`config.mk`:
```
export PLATFORM = sky130hd
export DESIGN_NAME = kcd_ram
export DESIGN_NICKNAME = d
export VERILOG_FILES = /design/src/rtl/graph_kcore_decomposition_core_assert.svh /design/src/rtl/kcd_ram.sv
export SDC_FILE = /design/constraint.sdc
export NUM_CORES = 1
export LEC_CHECK = 0
export CAP_MARGIN = 15
export CORE_ASPECT_RATIO = 1.5
export CORE_MARGIN = 2
export CORE_UTILIZATION = 45
export CTS_BUF_LIST = sky130_fd_sc_hd__clkbuf_4 sky130_fd_sc_hd__clkbuf_8
export DETAILED_ROUTE_END_ITERATION = 16
export DONT_BUFFER_PORTS = 1
export HOLD_SLACK_MARGIN = 0.1
export PLACE_DENSITY = 0.58
export SLEW_MARGIN = 40
export SYNTH_ARGS = -nofsm -noshare
export SYNTH_HDL_FRONTEND = slang
export SYNTH_SLANG_ARGS = --single-unit
```
`constraint.sdc`:
```
create_clock -name clk -period 2.7 [get_ports clk]
set_input_delay 0.27 -clock clk [delete_from_list [all_inputs] [get_ports clk]]
set_output_delay 0.27 -clock clk [all_outputs]
set_load 0.02 [all_outputs]
```
`src/rtl/graph_kcore_decomposition_core_assert.svh`:
```
// Assertion macros shared by the k-core decomposition RTL
`ifndef GRAPH_KCORE_DECOMPOSITION_CORE_ASSERT_SVH
`define GRAPH_KCORE_DECOMPOSITION_CORE_ASSERT_SVH

// Same-cycle implication, sampled on clk, off during reset
`define KCD_ASSERT_IMP(label, en, cond) \
    label: assert property (@(posedge clk) disable iff (!rst_n) (en) |-> (cond)) \
        else $error("kcd assertion failed");

// Next-cycle implication, sampled on clk, off during reset
`define KCD_ASSERT_NEXT(label, en, cond) \
    label: assert property (@(posedge clk) disable iff (!rst_n) (en) |=> (cond)) \
        else $error("kcd assertion failed");

`endif

```
`src/rtl/kcd_ram.sv`:
```
// Generic single-port-write, single-port-read RAM with registered read
module kcd_ram #(
    parameter int WIDTH = 8,
    parameter int DEPTH = 16
) (
    input  logic                     clk,
    input  logic                     we,
    input  logic [$clog2(DEPTH)-1:0] waddr,
    input  logic [WIDTH-1:0]         wdata,
    input  logic [$clog2(DEPTH)-1:0] raddr,
    output logic [WIDTH-1:0]         rdata
);
    logic [WIDTH-1:0] mem [DEPTH];

    // Write, then register the read word
    always_ff @(posedge clk)
    begin
        if (we)
        begin
            mem[waddr] <= wdata;
        end
        rdata <= mem[raddr];
    end
endmodule

```
* Word level (Yosys, flattened, before mapping) *
Memory sizes are Yosys's and may differ from the RTL's. A register that Yosys moved wholly into a read port is not among the register bits.
Cells that the tools add are included.

storage, ports and cells
  logic and storage cells = 3
  memories kept = 1
  register bits = 0
  memory bits (writable) = 128
  output and inout port bits = 8

memory list
  name  words  width  read ports  clocked after memory_dff  write ports  RTL line       source
  mem   16     8      1           1                         1            kcd_ram.sv:13  logic [WIDTH-1:0] mem [DEPTH];

cells by class
  mux-type cells = 2

operators by type and width
  kind              number
  1-bit 2-to-1 mux  2

* Longest topological paths before layout *
Gate-level depths: netlist of the first run.

  depth after elaboration = 2
  mapped depth = 5
  gate-level depth less buffers = 3

* Worst setup path after synthesis of the first run *
No wires, ideal clock.

  kind = in2reg
  from = in waddr[2]
  to = mem mem[0][0], enable pin
  stages = 2
  required time = 2317 ps
  data arrival time = 1380 ps
  slack = 937 ps
  setup time = 383 ps
  path buffers = 0
  cells stage by stage = or3b_2 > nor3_1

RTL lines
  what         RTL line       source
  from (decl)  kcd_ram.sv:8   input logic [$clog2(DEPTH)-1:0] waddr,
  to (decl)    kcd_ram.sv:13

No word-level cell before the write port.

==> metrics.md, run 1 <==
| Metric | Value |
|---|---|
| Status | `complete, no violations` |
| Clk_lat worst skew | `0.43 ns` |
| Hold WC Path Type | `input port to register` |
| Total GRT Usage | `17.3%` |
| Post-synth cell types | `19` |
| Share of cells above drive strength 1 | `24.0%` |
| Layout area overhead | `13.3%` |
| Worst path max stage delay | `0.51 ns` |
| Clock tree buffer depth | `2` |
| Final hold vios | `0` |
| Worst reg2reg setup slack | `1.25 ns` |
| Synthesized cell area | `5150 µm²` |
| RSZ-0062 raised after global routing | `false` |
| CORE AREA | `11100 µm²` |
| Final Setup Violations | `0` |
| Antenna viol nets, final | `0` |
| Pwr Density | `740 nW/µm²` |
| CP Launch Point | `mem[1][0]` |
| Met1 Usage GRT | `21.4%` |
| Setup TNS | `0 ns` |
| Critical path required time | `3.00 ns` |
| Worst endpoint data arrival time | `1.75 ns` |
| Sinks on Clock Net | `136` |
| WL final | `9700 µm` |
| Fin crit period | `1.45 ns` |
| Share of the yosys chip area belonging to registers | `77.8%` |
| GRT Max-Usage Layer | `met2` |
| Stages on worst setup path | `3` |
| Max_cap viols | `0` |
| Mean post-synth cell area | `22.5 µm²` |
| FF+latch area | `4000 µm²` |
| Worst Reg2Reg Path Length in Cells | `3` |
| Reg2reg end | `rdata[0]` |
| PortBufs | `0` |
| Vias in the first global route | `2505` |
| Post-DP HPWL | `6140 µm` |
| Area leader, netlist | `edfxtp_1` |
| Die Span Y | `135 µm` |
| Fin crit share | `53.8%` |
| # rows | `47` |
| IR drop worst, VDD | `0.308 mV` |
| Number of synthesized flops with an enable pin | `128` |
| Ports | `26` |
| Via Count | `2317` |
| Ant diodes | `0` |
| FMAX | `689 MHz` |
| Fillers | `891` |
| CP delay by family, top | `multiplexers` |
| Area after DPL | `5310 µm²` |
| CTS Root Cell | `clkbuf_8` |
| Via density | `5.60` |
| DR DRC count | `0` |
| Worst r2r src | `mem[1][0]` |
| Critical Path Start Type | `register` |
| Fin cells | `414` |
| Worst path cell trace | `mux4_1, a22oi_1, nand2_1` |
| Met3 GRT Util | `5.86%` |
| Num CTS Buffers | `17` |
| H-tree levels | `4` |
| Initial detailed-routing violation count | `217` |
| Multi-input gate area | `1070 µm²` |
| Slew @ Worst Pin | `0.748 ns` |
| First-pass GRT wire length | `14600 µm` |
| Synth warn | `0` |
| Pin count of the biggest net entering global routing | `33` |
| Worst Skew | `0.0105 ns` |
| Critical Path End Type | `register` |
| Post_cts resized | `0` |
| DIE AREA | `12300 µm²` |
| Main synth FF type | `edfxtp_1` |
| FF+latch count, synth | `136` |
| Top post-synthesis cells by area | `edfxtp_1 (75%), mux4_2 (7.9%), mux4_1 (7.1%)` |
| 1st-pass router iterations | `4` |
| Critical Setup Path Class | `register to register` |
| Post-placement cell count | `374` |
| Starting Density | `46.3%` |
| Post-CTS Setup Inserts | `0` |
| Total gr overflow | `0` |
| Drt wl/cell | `23.4 µm` |
| Initial antenna violation count | `0` |
| Crit path capture | `rdata[0]` |
| CTS tree | `yes` |
| Static Leak | `1.89 nW` |
| Clk pin slew, worst setup/hold paths | `0.07 ns` |
| Ys async rst share | `0%` |
| Top cell type's share of synthesized area | `74.7%` |
| Placer Congestion | `0.770` |
| Met2 usage | `27.7%` |
| Rel. slew slack | `50.0%` |
| Core Util, Final | `52.5%` |
| Fin. max-slew vios | `0` |
| Crit-path max FO | `1` |
| Syn nets | `247` |
| Nets | `272` |
| Gate Count Post-Synth | `229` |
| Post-Place Setup Slack | `0.880 ns` |
| Die X | `91.3 µm` |
| Post-route design area | `5830 µm²` |
| CP bufs+invs | `0` |
| CP max-delay cell | `mux4_1` |
| Setup ws final | `1.25 ns` |
==> worst min path at each step <==
stage | start | to | slack [ns] | cells after the start
after floorplan | wdata[0] | mem[0][0] | 0.37 | 0
after global placement | wdata[6] | mem[6][6] | 0.37 | 0
after detailed placement | wdata[6] | mem[6][6] | 0.37 | 0
after CTS | raddr[1] | rdata[2] | 0.13 | 3
after global routing | raddr[1] | rdata[1] | 0.13 | 3
final | raddr[1] | rdata[2] | 0.17 | 3
==> cell usage in the layout, fill, tap and decap left out <==
cell / instances
mux4_2: 18
nand2_1: 9
and2b_1: 1
buf_4: 8
dlygate4sd3_1: 8
dfxtp_1: 8
nor2_1: 8
nor3_1: 4
nand3b_1: 2
clkinv_2: 1
clkinvlp_4: 3
nand2b_1: 2
edfxtp_1: 128
clkbuf_8: 21
bufinv_16: 3
mux4_1: 14
nor2_2: 5
nor2b_1: 1
clkbuf_4: 4
a22oi_1: 16
and2_1: 1
nand3_1: 1
or3b_2: 1
==> cells in the mapped netlist (2+ instances only) <==
master	number
a22oi_1	16
mux4_1	14
buf_6	3
nor3_1	4
clkdlybuf4s25_2	3
nor2_1	13
nand3b_1	2
mux4_2	18
nand2b_1	2
dfxtp_1	8
nand2_1	9
edfxtp_1	128
buf_2	3
==> layer usage <==
layer  part of all wire (%)  vias to the layer above
met3                    6.7                       17
met4                    2.1                        0
met2                     51                       93
met5                      0                        -
met1                     40                     1186
li1                       -                     1021
==> sequential cells by signal, indices dropped and copies added, names as in the netlist <==
name,cells
rdata,8
mem,128
==> timing repair <==
item,in CTS,in global routing
hold endpoints to repair,128,0
hold buffers,8,0
endpoints found under the setup margin,0,0
==> layout make-up <==
cell class / instances / area share [%]
tap: 147 / 3.15
multi-input combinational: 83 / 18.3
timing repair buffer: 16 / 2.40
sequential: 136 / 68.6
clock buffer: 25 / 5.47
clock inverter: 7 / 2.02
==> power by group <==
group	internal [mW]	total (mW)	switching (mW)
logic	0.0769	0.164	0.0870
clock network	1.05	1.77	0.712
registers	2.36	2.39	0.0310
total	3.49	4.32	0.830
==> worst reg2reg max path, delay by kind of cell (launching register included) <==
family / cells / cell delay (ns)
simple gates: 1 / 0.13
flops: 1 / 0.37
compound gates: 1 / 0.33
mux: 1 / 0.51
==> stage by stage <==
| stage | hold slack [ns] | power (mW) |
|---|---|---|
| 4_1_cts | 0.127 | 4.36 |
| 3_5_place_dp | 0.370 | 2.57 |
| 3_3_place_gp | 0.370 | 2.56 |
| 2_1_floorplan | 0.369 | 2.55 |
| 6_report | 0.167 | 4.32 |
| 5_1_grt | 0.131 | 4.47 |
==> logic make-up after synthesis <==
| group | synth area share [%] |
|---|---|
| buf+inv | 1.68 |
| mux | 15.0 |
| flops | 77.8 |
| compound gates | 2.33 |
| simple gates | 3.18 |
No activity file was read; power rests on OpenSTA's default activity.
==> run 2: changes to the inputs <==
==> constraint.sdc (replaced) <==
create_clock -name clk -period 1.4 [get_ports clk]
set_input_delay 0.14 -clock clk [delete_from_list [all_inputs] [get_ports clk]]
set_output_delay 0.14 -clock clk [all_outputs]
set_load 0.02 [all_outputs]
==> run 2 against run 1 <==
Global-route usage increased by 0.15 points. Critical path depth unchanged. Wire length decreased by 0.42%. Via count increased by 1.7%. Combinational power increased by 99%. Largest cell class unchanged. Final area increased by 2.9%. Critical endpoint is now rdata[5].
==> metrics.md, run 2 (synthesized netlist as in run 1, its figures left out) <==
| Metric | Value |
|---|---|
| Status | `complete, no violations` |
| H-tree levels | `4` |
| Rel. slew slack | `51.0%` |
| Worst Reg2Reg Path Length in Cells | `3` |
| Num CTS Buffers | `17` |
| Clock tree buffer depth | `2` |
| Initial antenna violation count | `0` |
| Hold Worst Slack | `0.0235 ns` |
| WHS Endpoint | `rdata[2]` |
| DIE AREA | `12300 µm²` |
| CORE AREA | `11100 µm²` |
| Worst reg2reg setup slack | `0.06 ns` |
| Commonest cells after routing, fill and taps aside | `edfxtp_1 (128), buf_4 (24), mux4_2 (18)` |
| Total GRT Usage | `17.5%` |
| Post-CTS Setup Inserts | `0` |
| Vias in the first global route | `2551` |
| Post-DP HPWL | `6330 µm` |
| Static Leak | `2.00 nW` |
| DR DRC count | `0` |
| Critical Path Start Type | `register` |
| PortBufs | `0` |
| Share of cells above drive strength 1 | `26.7%` |
| Via Count | `2357` |
| Antenna viol nets, final | `0` |
| Fin. max-slew vios | `0` |
| CTS Root Cell | `clkbuf_8` |
| Critical path required time | `1.71 ns` |
| Regs by FF count | `mem: 128 flops, rdata: 8 flops` |
| First-pass GRT wire length | `15100 µm` |
| RSZ-0062 raised after global routing | `false` |
| Clk_lat worst skew | `0.42 ns` |
| Starting Density | `46.3%` |
| CTS tree | `yes` |
| Reg2reg end | `rdata[5]` |
| Setup ws final | `0.0649 ns` |
| Total gr overflow | `0` |
| FMAX | `749 MHz` |
| Slew @ Worst Pin | `0.732 ns` |
| Area after DPL | `5430 µm²` |
| IR drop worst, VDD | `0.573 mV` |
| Drt wl/cell | `22.4 µm` |
| Hold WC Path Type | `input port to register` |
| 1st-pass router iterations | `5` |
| Pwr Density | `1440 nW/µm²` |
| Ant diodes | `0` |
| Worst r2r src | `mem[9][5]` |
| Initial detailed-routing violation count | `142` |
| Die Span Y | `135 µm` |
| Hold buffers post-CTS | `10` |
| Final Setup Violations | `0` |
| Fin crit period | `1.34 ns` |
| Max_cap viols | `0` |
| Nets | `290` |
| Hold path depth | `3` |
| # rows | `47` |
| Critical Path End Type | `register` |
| Layout area overhead | `16.6%` |
| Largest Register | `mem` |
| Sinks on Clock Net | `136` |
| Fillers | `869` |
| Critical Setup Path Class | `register to register` |
| Placer Congestion | `0.795` |
| Number of flip-flops in the largest register | `128` |
| Fin crit share | `95.4%` |
| Commonest non-fill, non-tap cell in the layout | `edfxtp_1` |
| Worst Skew | `0.00505 ns` |
| Crit-path max FO | `1` |
| Ports | `26` |
| Worst endpoint data arrival time | `1.64 ns` |
| Via density | `5.46` |
| Clk pin slew, worst setup/hold paths | `0.07 ns` |
| Pin count of the biggest net entering global routing | `33` |
| WL final | `9660 µm` |
| Final hold vios | `0` |
| Post-route design area | `6000 µm²` |
| Worst hold start | `raddr[1]` |
| Die X | `91.3 µm` |
| Post-Place Setup Slack | `0.0141 ns` |
[run 2: cell types whose count changed in the layout (fill, tap and decap cells not counted), sizes merged]
cell | before | now
buf | 8 | 24
clkinvlp | 3 | 2
clkbuf | 25 | 17
dlygate4sd3 | 8 | 10
bufinv | 3 | 6
clkinv | 1 | 7
[run 2: layout make-up]
class | count | area [µm²] | area share, %
clock inverter | 15 | 231 | 3.86
timing repair buffer | 34 | 280 | 4.67
tap | 147 | 184 | 3.06
sequential | 136 | 4000 | 66.7
multi-input combinational | 83 | 1070 | 17.8
clock buffer | 17 | 234 | 3.90
[run 2: report_power, final]
group / internal [mW] / switching [mW] / total (mW)
combinational: 0.162 / 0.164 / 0.326
sequential: 4.55 / 0.0654 / 4.61
clock: 2.27 / 1.41 / 3.68
[run 2: worst max-delay path by stage]
stage,cells past startpoint,from,to,slack [ns]
3_5_place_dp,3,waddr[2],mem[2][3],0.01
4_1_cts,3,mem[0][3],rdata[3],0.04
6_report,3,mem[9][5],rdata[5],0.06
3_3_place_gp,3,waddr[2],mem[2][6],0.02
2_1_floorplan,2,waddr[2],mem[3][0],-0.006
5_1_grt,3,mem[1][0],rdata[0],0.0002
[run 2: timing repair]
action,in CTS,in global routing
resized for setup,0,1
hold endpoints to repair,168,8
setup endpoints to repair,0,1
[run 2: through the flow]
step | utilization [%] | total power [mW] | cells | setup TNS (ns)
2_1_floorplan | - | 4.92 | 229 | -0.147
4_1_cts | 53.9 | 8.70 | 432 | 0
3_5_place_dp | 48.9 | 4.96 | 390 | 0
3_3_place_gp | 48.9 | 4.95 | 390 | 0
6_report | 54.0 | 8.62 | 432 | 0
5_1_grt | 54.0 | 8.91 | 432 | 0
[run 2: routing by layer]
metal / part of all wire [%] / global-route usage (%) / routed length [µm] / vias up
met3: 4.4 / 6.08 / 428 / 10
met5: 0 / 0 / 0 / -
met4: 1.4 / 5.56 / 135 / 0
li1: - / - / - / 1055
met2: 53 / 29.3 / 5120 / 60
met1: 41 / 21.4 / 3980 / 1232
[run 2: worst max-delay path, stage by stage, from the launching register on]
cell and delay, ns:
edfxtp_1 0.37, mux4_1 0.52, a22oi_1 0.26, nand2_1 0.07
==> run 3: changes to the inputs <==
--- a/config.mk
+++ b/config.mk
@@ -12,6 +12,7 @@
 export CTS_BUF_LIST = sky130_fd_sc_hd__clkbuf_4 sky130_fd_sc_hd__clkbuf_8
 export DETAILED_ROUTE_END_ITERATION = 16
 export DONT_BUFFER_PORTS = 1
+export GPL_ROUTABILITY_DRIVEN = 0
 export HOLD_SLACK_MARGIN = 0.1
 export PLACE_DENSITY = 0.58
 export SLEW_MARGIN = 40
==> constraint.sdc (replaced) <==
create_clock -name clk -period 1.6 [get_ports clk]
set_input_delay 0.16 -clock clk [delete_from_list [all_inputs] [get_ports clk]]
set_output_delay 0.16 -clock clk [all_outputs]
set_load 0.02 [all_outputs]
==> run 3 against run 2 <==
Global-route usage grew 1.2 points. Non-clock buffer count up 4. Critical path depth grew 1. Sequential share of layout area decreased by 0.58 points. Final cell count up 0.93%. First-iteration DRC count rose by 33%. Core utilization grew 0.47 points.
==> metrics.md, run 3 (synthesized netlist as in run 1, its figures left out) <==
| Metric | Value |
|---|---|
| Fin. max-slew vios | `0` |
| RSZ-0062 raised after global routing | `false` |
| Via Count | `2408` |
| Post_cts resized | `0` |
| Fin crit share | `99.2%` |
| Fillers | `856` |
| Post-route design area | `6060 µm²` |
| CORE AREA | `11100 µm²` |
| Max_cap viols | `0` |
| First-pass GRT wire length | `15800 µm` |
| CP dominant cell by count | `dlygate4sd3_1` |
| Clk pin slew, worst setup/hold paths | `0.07 ns` |
| H-tree levels | `4` |
| 1st-pass router iterations | `4` |
| FMAX | `630 MHz` |
| Final Setup Violations | `0` |
| Pwr Density | `1250 nW/µm²` |
| Vias in the first global route | `2551` |
| Layout area overhead | `17.6%` |
| Slew @ Worst Pin | `0.688 ns` |
| CTS tree | `yes` |
| Rel. slew slack | `54.0%` |
| Number of flip-flops in the largest register | `128` |
| Starting Density | `46.3%` |
| DR DRC count | `0` |
| Worst path max stage delay | `0.61 ns` |
| Pin count of the biggest net entering global routing | `32` |
| DIE AREA | `12300 µm²` |
| Commonest non-fill, non-tap cell in the layout | `edfxtp_1` |
| Post-DP HPWL | `6250 µm` |
| Via density | `5.52` |
| Die Span Y | `135 µm` |
| Met3 GRT Util | `5.75%` |
| Critical Setup Path Class | `input port to register` |
| Die X | `91.3 µm` |
| Ant diodes | `0` |
| Final hold vios | `0` |
| Share of cells above drive strength 1 | `25.6%` |
| # rows | `47` |
| Hold WC Path Type | `input port to register` |
| Worst reg2reg setup slack | `0.19 ns` |
| Num CTS Buffers | `17` |
| Regs by FF count | `mem: 128 flops, rdata: 8 flops` |
| Fin crit period | `1.59 ns` |
| Worst path cell trace | `dlygate4sd3_1, nor3_2, dlygate4sd3_1, buf_4` |
| Critical path required time | `1.72 ns` |
| Sinks on Clock Net | `136` |
| Met2 usage | `31.6%` |
| GRT Max-Usage Layer | `met2` |
| IR drop worst, VDD | `0.553 mV` |
| Crit-path max FO | `8` |
| Drt wl/cell | `24.3 µm` |
| Total gr overflow | `0` |
| Static Leak | `2.03 nW` |
| WL final | `10600 µm` |
| Critical Path Start Type | `input port` |
| Ports | `26` |
| Commonest cells after routing, fill and taps aside | `edfxtp_1 (128), buf_4 (21), clkbuf_8 (19)` |
| Clk_lat worst skew | `0.43 ns` |
| PortBufs | `0` |
| CP max-delay cell | `dlygate4sd3_1` |
| Largest Register | `mem` |
| Antenna viol nets, final | `0` |
| Met1 Usage GRT | `23.2%` |
| Nets | `294` |
| CTS Root Cell | `clkbuf_8` |
| Area after DPL | `5410 µm²` |
| Critical Path End Type | `register` |
| Total GRT Usage | `18.7%` |
| Clock tree buffer depth | `2` |
| Status | `complete, no violations` |
| Initial detailed-routing violation count | `189` |
| Setup TNS | `0 ns` |
| Worst endpoint data arrival time | `1.71 ns` |
| Worst Skew | `0.0114 ns` |
| Initial antenna violation count | `0` |
-- run 3: cell types whose count changed in the layout (fill, tap and decap cells not counted) --
cell	change
a22oi_1	+1
a22oi_2	-1
buf_12	+2
buf_4	-3
bufinv_16	-1
clkbuf_4	+3
clkbuf_8	+2
clkinv_1	-1
clkinv_4	-1
clkinvlp_4	-2
dlygate4sd3_1	+5
nor2b_1	+1
nor2b_2	-1
-- run 3: power breakdown --
group / leakage (nW) / switching (mW) / internal, mW
Clock: 0.238 / 1.20 / 1.98
Sequential: 1.22 / 0.0566 / 3.98
Combinational: 0.568 / 0.184 / 0.159
-- run 3: critical path: cells and delay by family --
kind | cells | cell delay, ns
buffers and inverters | 3 | 1.35
and+or+nand+nor | 1 | 0.19
-- run 3: final cells by class --
type | count | area (µm²) | area share (%)
repair buffers | 38 | 348 | 5.74
clock inverters | 10 | 174 | 2.87
flip-flops and latches | 136 | 4000 | 66.1
clock buffers | 22 | 284 | 4.69
multi-input cells | 83 | 1060 | 17.5
well taps | 147 | 184 | 3.04
-- run 3: repair_timing --
item	in CTS	in global routing
hold buffers	17	0
setup buffers	0	0
endpoints found under the hold margin	168	0
-- run 3: through the flow --
step / utilization [%] / power [mW] / hold WS (ns) / setup WS (ns) / cells
floorplan: - / 4.31 / 0.259 / 0.174 / 229
global placement: 48.7 / 4.34 / 0.260 / 0.225 / 387
finish: 54.5 / 7.56 / 0.130 / 0.0131 / 436
CTS: 54.5 / 7.63 / 0.108 / 0.0673 / 436
global route: 54.5 / 7.80 / 0.123 / 0.0233 / 436
detailed placement: 48.7 / 4.34 / 0.260 / 0.208 / 387
-- run 3: path summary, 6_finish.rpt --
path | startpoint | cells after the start | endpoint
setup reg to reg | mem[1][2] | 3 | rdata[2]
hold reg to reg | mem[11][5] | 3 | rdata[5]
hold / removal | raddr[0] | 3 | rdata[7]
setup / recovery | waddr[1] | 4 | mem[0][7]
-- run 3: metal layers --
layer / wire, µm / vias to the layer above
met4: 78 / 0
li1: - / 1068
met3: 553 / 6
met5: 0 / -
met2: 5730 / 74
met1: 4250 / 1260
